[config.mk]
export PLATFORM = sky130hd
export DESIGN_NAME = cnd_expand
export DESIGN_NICKNAME = d
export VERILOG_FILES = /design/src/hw/rtl/caret_notation_char_display_top_macros.svh /design/src/hw/rtl/cnd_pkg.sv /design/src/hw/rtl/cnd_expand.sv
export SDC_FILE = /design/constraint.sdc
export NUM_CORES = 1
export LEC_CHECK = 0
export BUFFER_PORTS_ARGS = -buffer_cell sky130_fd_sc_hd__buf_2
export CORE_MARGIN = 4
export CORE_UTILIZATION = 24
export DETAILED_ROUTE_END_ITERATION = 7
export GPL_ROUTABILITY_DRIVEN = 0
export PLACE_DENSITY = 0.56
export RECOVER_POWER = 50
export SLEW_MARGIN = 10
export SYNTH_ARGS = -nofsm -noshare
export SYNTH_HDL_FRONTEND = slang
export SYNTH_SLANG_ARGS = --single-unit
[constraint.sdc]
create_clock -name vclk -period 2.48
set_input_delay 0.248 -clock vclk [all_inputs]
set_output_delay 0.248 -clock vclk [all_outputs]
set_load 0.05 [all_outputs]
[src/hw/rtl/caret_notation_char_display_top_macros.svh]
// Assertion macros for the caret notation display block.
// Used by modules that include this header; needs no package.
`ifndef CARET_NOTATION_CHAR_DISPLAY_TOP_MACROS_SVH
`define CARET_NOTATION_CHAR_DISPLAY_TOP_MACROS_SVH

`ifndef SYNTH
`define CND_ASSERT_NOW(label, clk, rst, ante, cons) \
   label: assert property (@(posedge clk) disable iff (rst) (ante) |-> (cons)) \
      else $error("assertion failed");
`define CND_ASSERT_NEXT(label, clk, rst, ante, cons) \
   label: assert property (@(posedge clk) disable iff (rst) (ante) |=> (cons)) \
      else $error("assertion failed");
`else
`define CND_ASSERT_NOW(label, clk, rst, ante, cons)
`define CND_ASSERT_NEXT(label, clk, rst, ante, cons)
`endif

`endif

[src/hw/rtl/cnd_pkg.sv]
// Shared types and character constants for the caret notation display block.
// No dependencies.
`default_nettype none

package cnd_pkg;

   localparam int CHAR_W  = 7;
   localparam int RUN_MAX = 6;
   localparam int CNT_W   = 3;

   localparam logic [7:0] CH_CR    = 8'h0D;
   localparam logic [7:0] CH_LF    = 8'h0A;
   localparam logic [7:0] CH_BS    = 8'h08;
   localparam logic [7:0] CH_TAB   = 8'h09;
   localparam logic [6:0] CH_CARET = 7'h5E;
   localparam logic [6:0] CH_M     = 7'h4D;
   localparam logic [6:0] CH_DASH  = 7'h2D;
   localparam logic [6:0] CH_AT    = 7'h40;
   localparam logic [6:0] CH_FIRST = 7'h20;
   localparam logic [6:0] CH_LAST  = 7'h7E;

   localparam logic ADDR_MODE = 1'b0;

   typedef logic [CHAR_W-1:0] char_type;

   typedef struct packed {
      logic [RUN_MAX-1:0][CHAR_W-1:0] chars;
      logic [CNT_W-1:0]               cnt;
      logic                           cr_next;
   } run_type;

endpackage

`default_nettype wire

[src/hw/rtl/cnd_expand.sv]
// Expands one received byte into its run of display characters.
// Depends on cnd_pkg.
`default_nettype none

module cnd_expand
   import cnd_pkg::*;
(
   input  wire logic [7:0] rx_byte,
   input  wire logic       seven_bit_mode,
   input  wire logic       cr_pending,
   output run_type         run
);

   logic [7:0]     b;
   char_type       lo;
   char_type       ctl;
   logic           printable;
   logic [3:0][CHAR_W-1:0] body;
   logic [CNT_W-1:0] body_cnt;

   always_comb begin
      b         = seven_bit_mode ? {1'b0, rx_byte[6:0]} : rx_byte;
      lo        = b[6:0];
      ctl       = lo ^ CH_AT;
      printable = (lo >= CH_FIRST && lo <= CH_LAST) || b == CH_BS || b == CH_TAB;

      body = '0;
      if (b[7]) begin
         body[0]  = CH_M;
         body[1]  = CH_DASH;
         body[2]  = printable ? lo : CH_CARET;
         body[3]  = printable ? '0 : ctl;
         body_cnt = printable ? CNT_W'(3) : CNT_W'(4);
      end else begin
         body[0]  = printable ? lo : CH_CARET;
         body[1]  = printable ? '0 : ctl;
         body_cnt = printable ? CNT_W'(1) : CNT_W'(2);
      end

      run = '0;
      if (cr_pending && b == CH_LF) begin
         run.chars[0] = CH_CR[CHAR_W-1:0];
         run.chars[1] = CH_LF[CHAR_W-1:0];
         run.cnt      = CNT_W'(2);
         run.cr_next  = 1'b0;
      end else if (cr_pending) begin
         run.chars[0] = CH_CARET;
         run.chars[1] = CH_M;
         run.chars[2] = body[0];
         run.chars[3] = body[1];
         run.chars[4] = body[2];
         run.chars[5] = body[3];
         run.cnt      = (b == CH_CR) ? CNT_W'(2) : body_cnt + CNT_W'(2);
         run.cr_next  = (b == CH_CR);
      end else begin
         run.chars[0] = body[0];
         run.chars[1] = body[1];
         run.chars[2] = body[2];
         run.chars[3] = body[3];
         run.cnt      = (b == CH_CR) ? '0 : body_cnt;
         run.cr_next  = (b == CH_CR);
      end
   end

endmodule

`default_nettype wire

==> metrics, run 1 <==
CP endpoint kind primary output; WHS 0.932 ns; Crit Path Max Fanout 9; Final Hold Fails 0; commonest non-fill, non-tap cell in the layout buf_2; register area share after synthesis 0; fillcell total 273; setup repair bufs after CTS 0; largest net degree at the start of global routing 16; Final setup viols 0; DRT iter0 DRCs 19; mapped cell area 604 um^2; synth warn 0; placed instance area 955 um^2; mean number of vias per cell 5.28; P per Cell Area 308 nW/um^2; clkbuf count 0; first-pass detailed-route iteration total 4; WP data arrival 2.12 ns; gate count after technology mapping 90; hold-fix buffers at CTS 0; Nets 160; total grt overflow 0; Multi-input gate area 556 um^2; CTS resizes 0; total track usage 0.137; fmax 423 MHz; Layout area overhead 53.4%; Die Area 3380 um^2; wire per inst 14.7 um; PortBufs 56; fin area 927 um^2; Seq cells 0; Initial Util 0.263; Avg Cell Area, Syn 6.71 um^2; final WL 2570 um; total nets after synthesis 102; Final Critical Period 2.37 ns; max-cap viol count 0; antenna violations before repair 0; layout cells sized above 1 0.404; Critical Path RT 2.23 ns; WS Path Type in2out; Setup crit start kind input port; unrepaired setup endpoints after global routing false; final worst path period share 0.954; Placeable Area 2300 um^2; # IOs 56; most frequent cells in the layout 36 x buf_2, 17 x clkbuf_1, 14 x nor2_1, 12 x and3_1, 10 x buf_4; register area 0 um^2; first-pass GRT wire length 3880 um; Worst VDD drop 0.000139 V; static leakage 0.462 nW; DIE WIDTH 58.2 um; Final Slew Violations 0; relative slew slack 0.499; Core Rows 17; vias after detailed routing 918; Post-DP HPWL 2040 um; DRC viols 0; post-route ant nets 0; Worst-Margin Slew 0.749 ns; vias in the first global route 842; count of different cell masters after synthesis 38; DIE HEIGHT 58.2 um; Hold WC Path Type in2out; antenna cells 0; outcome completed
worst max-delay path, stage by stage:
cell	delay (ns)
buf_2	0.16
nor4b_2	0.32
nor4b_2	0.68
nor3_1	0.23
and3_1	0.25
clkbuf_2	0.23
cells in the mapped netlist:
| master | n | area, um^2 |
|---|---|---|
| nor2_1 | 14 | 52.6 |
| and3_1 | 12 | 75.1 |
| o21a_1 | 6 | 45.0 |
| o31a_1 | 5 | 43.8 |
| buf_2 | 4 | 20.0 |
| nor3_1 | 4 | 20.0 |
| a21o_1 | 3 | 22.5 |
| clkbuf_1 | 3 | 11.3 |
| nand2_1 | 3 | 11.3 |
| o21ai_0 | 3 | 15.0 |
| ha_1 | 2 | 25.0 |
| inv_2 | 2 | 7.51 |
| nand3b_1 | 2 | 15.0 |
| o31ai_1 | 2 | 15.0 |
| or3_1 | 2 | 12.5 |
| a2111oi_0 | 1 | 8.76 |
| a211oi_2 | 1 | 12.5 |
| a21oi_1 | 1 | 5.00 |
| a31oi_1 | 1 | 6.26 |
| and2_1 | 1 | 6.26 |
| buf_4 | 1 | 7.51 |
| buf_6 | 1 | 11.3 |
| maj3_1 | 1 | 10.0 |
| mux2_2 | 1 | 11.3 |
| nand2b_1 | 1 | 6.26 |
| nand2b_4 | 1 | 13.8 |
| nand3_1 | 1 | 5.00 |
| nand4_1 | 1 | 6.26 |
| nor2b_1 | 1 | 6.26 |
| nor3b_1 | 1 | 7.51 |
| nor4b_2 | 1 | 15.0 |
| nor4b_4 | 1 | 23.8 |
| o211ai_1 | 1 | 7.51 |
| o21ai_1 | 1 | 5.00 |
| o21ai_2 | 1 | 8.76 |
| o22ai_2 | 1 | 12.5 |
| o41ai_1 | 1 | 8.76 |
| or4_1 | 1 | 7.51 |
path summary, 6_finish.rpt:
| kind | start | end | cells past startpoint |
|---|---|---|---|
| worst min-delay path | rx_byte[6] | run[31] | 3 |
| worst max-delay path | rx_byte[4] | run[23] | 6 |
kinds of logic after synthesis:
family,share of synthesized area
simple gates,0.470
compound gates,0.358
buf+inv,0.0952
fa+ha+maj,0.0580
mux,0.0186
power by group:
group / internal (W) / switching, W / leakage (nW) / total, W
registers: 0 / 0 / 0 / 0
logic: 0.0000700 / 0.000216 / 0.462 / 0.000286
clock network: 0 / 0 / 0 / 0
metal layers:
metal / vias up / GRT usage / wire length, um
li1: 452 / - / -
met4: 0 / 0.0166 / 0
met1: 425 / 0.185 / 1190
met3: 0 / 0.00891 / 162
met2: 41 / 0.244 / 1220
met5: - / 0 / 0
layout make-up:
cell class,instances,share of cell area
Tap cell,28,0.0378
Inverter,2,0.00810
Timing Repair Buffer,65,0.355
Multi-Input combinational cell,79,0.599
per-stage QoR:
step	power (W)	utilization	setup slack, ns	TNS, ns	instances
detailed placement	0.000288	0.416	0.209	0	174
global route	0.000301	0.404	0.0142	0	174
floorplan	0.000219	-	-1.43	-1.66	90
finish	0.000286	0.404	0.114	0	174
CTS	0.000288	0.416	0.196	0	174
global placement	0.000286	0.416	0.187	0	174
Note: power is estimated with default switching activity, not from simulation.
==> run 2: changes to the inputs <==
--- a/config.mk
+++ b/config.mk
@@ -7,10 +7,10 @@
 export LEC_CHECK = 0
 export BUFFER_PORTS_ARGS = -buffer_cell sky130_fd_sc_hd__buf_2
 export CORE_MARGIN = 4
-export CORE_UTILIZATION = 24
+export CORE_UTILIZATION = 25
 export DETAILED_ROUTE_END_ITERATION = 7
 export GPL_ROUTABILITY_DRIVEN = 0
-export PLACE_DENSITY = 0.56
+export PLACE_DENSITY = 0.58
 export RECOVER_POWER = 50
 export SLEW_MARGIN = 10
 export SYNTH_ARGS = -nofsm -noshare
==> metrics, run 2 (same netlist as run 1, synthesis figures left out) <==
outcome completed (unchanged); Hold WC Path Type in2out (unchanged); crit-path most repeated cell buf_2 (was nor4b_2); final WL 2390 um (was 2570 um); CP endpoint kind primary output (unchanged); clkbuf count 0 (unchanged); met2 Use GR 0.228 (was 0.244); WP data arrival 2.05 ns (was 2.12 ns); max-cap viol count 0 (unchanged); relative slew slack 0.592 (was 0.499); Worst VDD drop 0.000126 V (was 0.000139 V); Core Rows 17 (unchanged); Seq cells 0 (unchanged); WS Path Type in2out (unchanged); first-pass GRT wire length 3930 um (was 3880 um); Final Slew Violations 0 (unchanged); Initial Util 0.268 (was 0.263); Nets 155 (was 160); antenna cells 0 (unchanged); wire per inst 14.2 um (was 14.7 um); Layout area overhead 48.9% (was 53.4%); Buf/Inv on CP 2 (unchanged); Placeable Area 2250 um^2 (was 2300 um^2); Critical Path RT 2.23 ns (about the same); total grt overflow 0 (unchanged); vias after detailed routing 880 (was 918); setup TNS 0 ns (unchanged); antenna violations before repair 0 (unchanged); HP Start rx_byte[3] (was rx_byte[6]); crit-path cells buf_2 > nor4b_2 > nand3b_1 > o21ai_2 > ha_1 > o31ai_1 > mux2_2 > buf_2 (was buf_2 > nor4b_2 > nor4b_2 > nor3_1 > and3_1 > clkbuf_2); DIE WIDTH 57.2 um (was 58.2 um); largest net degree at the start of global routing 22 (was 16); post-route ant nets 0 (unchanged); unrepaired setup endpoints after global routing false (unchanged); commonest non-fill, non-tap cell in the layout buf_2 (unchanged); grt met3 use 0.0226 (was 0.00891); fmax 435 MHz (was 423 MHz); Layout Cells excl Fill 169 (was 174); mean number of vias per cell 5.21 (was 5.28); Crit Path Max Fanout 8 (was 9); Finished Core Util 0.399 (was 0.404); total track usage 0.141 (was 0.137); final worst path period share 0.927 (was 0.954); Setup crit start kind input port (unchanged); Final Critical Period 2.30 ns (was 2.37 ns); highest-delay cell along the critical path mux2_2 (was nor4b_2); crit path launch rx_byte[2] (was rx_byte[4]); most frequent cells in the layout 39 x buf_2, 14 x nor2_1, 12 x and3_1, 12 x clkbuf_1 (was 36 x buf_2, 17 x clkbuf_1, 14 x nor2_1, 12 x and3_1, 10 x buf_4); Final setup viols 0 (unchanged); Post-DP HPWL 1830 um (was 2040 um); layout cells sized above 1 0.418 (was 0.404); Multi-input gate area 564 um^2 (was 556 um^2); Worst path max stage delay 0.36 ns (was 0.68 ns); setup repair bufs after CTS 0 (unchanged); PortBufs 56 (unchanged); P per Cell Area 308 nW/um^2 (about the same); Final Hold Fails 0 (unchanged); Crit path max-delay family simple AND/OR/NAND/NOR gates (unchanged); CTS resizes 0 (unchanged); Worst-Margin Slew 0.614 ns (was 0.749 ns); DRT iter0 DRCs 21 (was 19); static leakage 0.461 nW (was 0.462 nW); DIE HEIGHT 57.2 um (was 58.2 um); DRC viols 0 (unchanged); fillcell total 267 (was 273); first-pass detailed-route iteration total 4 (unchanged); Inst Count DP 169 (was 174); met1 Use GR 0.207 (was 0.185); vias in the first global route 804 (was 842); Die Area 3270 um^2 (was 3380 um^2); busiest grt layer met2 (unchanged); # IOs 56 (unchanged); register area 0 um^2 (unchanged); hold-fix buffers at CTS 0 (unchanged)
## run 2: cell types whose count changed in the layout (fill, tap and decap cells not counted)
cell / change
buf_4: -7
clkbuf_1: -5
clkbuf_2: +4
buf_2: +3
nor4b_2: -1
nor4b_4: +1
## run 2: layout make-up
class | instances | share of cell area
inverters | 2 | 0.00834
multi-input cells | 79 | 0.627
well taps | 28 | 0.0389
repair buffers | 60 | 0.325
## run 2: per-stage QoR
step / instance area [um^2] / power, W / worst slack, ns / hold WS, ns
finish: 900 / 0.000277 / 0.181 / 0.985
global route: 900 / 0.000295 / 0.0688 / 1.01
CTS: 917 / 0.000281 / 0.182 / 0.975
detailed placement: 917 / 0.000280 / 0.188 / 0.969
global placement: 917 / 0.000279 / 0.226 / 0.967
floorplan: 636 / 0.000219 / -1.43 / 0.732
## run 2: power by group
group          switching [W]  leakage, nW  internal [W]
Combinational       0.000213        0.461     0.0000641
Sequential                 0            0             0
Clock                      0            0             0
Total               0.000213        0.461     0.0000641
## run 2: layer usage
layer,routed length (um),vias up
li1,-,443
met1,1120,391
met2,1040,46
met3,235,0
met4,0,0
met5,0,-
## run 2: tightest hold or removal path, delay by kind of cell
kind                   cells  cell delay [ns]
AND/OR/NAND/NOR            1             0.14
buffers and inverters      2             0.34
## run 2: worst paths after layout
path	endpoint	slack [ns]	depth (start not counted)
max	run[2]	0.18	8
min	run[42]	0.99	3
==> run 3: changes to the inputs <==
--- a/config.mk
+++ b/config.mk
@@ -11,8 +11,8 @@
 export DETAILED_ROUTE_END_ITERATION = 7
 export GPL_ROUTABILITY_DRIVEN = 0
 export PLACE_DENSITY = 0.58
-export RECOVER_POWER = 50
-export SLEW_MARGIN = 10
+export RECOVER_POWER = 100
+export SLEW_MARGIN = 20
 export SYNTH_ARGS = -nofsm -noshare
 export SYNTH_HDL_FRONTEND = slang
 export SYNTH_SLANG_ARGS = --single-unit
==> metrics, run 3 (same netlist as run 1, synthesis figures left out) <==
Final Critical Period 2.32 ns (was 2.30 ns); Setup crit start kind input port (unchanged); layout cells sized above 1 0.411 (was 0.418); fillcell total 267 (unchanged); unrepaired setup endpoints after global routing false (unchanged); Final Slew Violations 0 (unchanged); Die Area 3270 um^2 (unchanged); antenna cells 0 (unchanged); Seq cells 0 (unchanged); DIE WIDTH 57.2 um (unchanged); Core Rows 17 (unchanged); post-route ant nets 0 (unchanged); clkbuf count 0 (unchanged); total track usage 0.141 (unchanged); Post-DP HPWL 1830 um (unchanged); Worst VDD drop 0.000126 V (about the same); Hold WC Path Type in2out (unchanged); Final Hold Fails 0 (unchanged); static leakage 0.457 nW (was 0.461 nW); total grt overflow 0 (unchanged); DRT iter0 DRCs 24 (was 21); final WL 2400 um (was 2390 um); wire per inst 14.2 um (about the same); Final setup viols 0 (unchanged); Worst-Margin Slew 0.615 ns (was 0.614 ns); setup TNS 0 ns (unchanged); DRC viols 0 (unchanged); vias in the first global route 804 (unchanged); WS Path Type in2out (unchanged); Worst Hold Path EP run[25] (was run[42]); setup repair bufs after CTS 0 (unchanged); DIE HEIGHT 57.2 um (unchanged); hold-fix buffers at CTS 0 (unchanged); outcome completed (unchanged); highest-delay cell along the critical path nor4b_2 (was mux2_2); commonest non-fill, non-tap cell in the layout clkbuf_2 (was buf_2); # IOs 56 (unchanged); Initial Util 0.268 (unchanged); P per Cell Area 308 nW/um^2 (about the same); first-pass GRT wire length 3930 um (unchanged); Layout area overhead 48.9% (unchanged); first-pass detailed-route iteration total 4 (unchanged); Critical Path RT 2.23 ns (about the same); register area 0 um^2 (unchanged); Finished Core Util 0.399 (unchanged); antenna violations before repair 0 (unchanged); Nets 155 (unchanged); CTS resizes 0 (unchanged); final worst path period share 0.935 (was 0.927); largest net degree at the start of global routing 22 (unchanged); HP Start rx_byte[0] (was rx_byte[3]); hold depth 4 (was 3); Crit Path Max Fanout 21 (was 8); PortBufs 56 (unchanged); vias after detailed routing 885 (was 880); mean number of vias per cell 5.24 (was 5.21); relative slew slack 0.592 (about the same); max-cap viol count 0 (unchanged); crit path launch rx_byte[2] (unchanged); Worst path max stage delay 0.33 ns (was 0.36 ns); Multi-input gate area 564 um^2 (unchanged); WP data arrival 2.07 ns (was 2.05 ns); CP endpoint kind primary output (unchanged); most frequent cells in the layout 27 x clkbuf_2, 18 x buf_2, 14 x nor2_1, 12 x and3_1, 12 x clkbuf_1 (was 39 x buf_2, 14 x nor2_1, 12 x and3_1, 12 x clkbuf_1); crit-path cells buf_2 > nor4b_2 > nand3b_1 > o21ai_2 > inv_1 > buf_4 > o31a_1 > clkbuf_2 (was buf_2 > nor4b_2 > nand3b_1 > o21ai_2 > ha_1 > o31ai_1 > mux2_2 > buf_2); Placeable Area 2250 um^2 (unchanged); fmax 431 MHz (was 435 MHz)
## run 3: report_power, final
| part | leakage [nW] | internal (W) | switching (W) |
|---|---|---|---|
| registers | 0 | 0 | 0 |
| logic | 0.457 | 0.0000634 | 0.000214 |
| clock network | 0 | 0 | 0 |
## run 3: how the worst max path moves through the flow
stage / to / slack [ns] / depth (start not counted)
global route: run[21] / 0.04 / 8
detailed placement: run[2] / 0.19 / 8
CTS: run[2] / 0.18 / 8
global placement: run[2] / 0.23 / 8
finish: run[24] / 0.16 / 8
floorplan: run[3] / -1.43 / 9
## run 3: final cells by class
cell class,instances,area share
multi-input cells,79,0.627
repair buffers,60,0.325
well taps,28,0.0389
inverters,2,0.00834
## run 3: through the flow
step / instances / cell area (um^2) / worst slack, ns / hold WS [ns] / power [W]
6_report: 169 / 900 / 0.161 / 0.999 / 0.000277
5_1_grt: 169 / 900 / 0.0399 / 1.02 / 0.000295
4_1_cts: 169 / 917 / 0.182 / 0.975 / 0.000281
3_5_place_dp: 169 / 917 / 0.188 / 0.969 / 0.000280
3_3_place_gp: 169 / 917 / 0.226 / 0.967 / 0.000279
2_1_floorplan: 90 / 636 / -1.43 / 0.732 / 0.000219
## run 3: routing by layer
| layer | up-vias | track usage | part of all wire | routed length (um) |
|---|---|---|---|---|
| li1 | 441 | - | - | - |
| met5 | - | 0 | 0 | 0 |
| met2 | 45 | 0.228 | 0.43 | 1040 |
| met4 | 0 | 0.00331 | 0 | 0 |
| met3 | 0 | 0.0226 | 0.094 | 227 |
| met1 | 399 | 0.207 | 0.47 | 1140 |
## run 3: critical path: cells and delay by family
family | cells | cell delay [ns]
AOI/OAI and AO/OA | 2 | 0.52
and+or+nand+nor | 2 | 0.50
buffers and inverters | 4 | 0.80
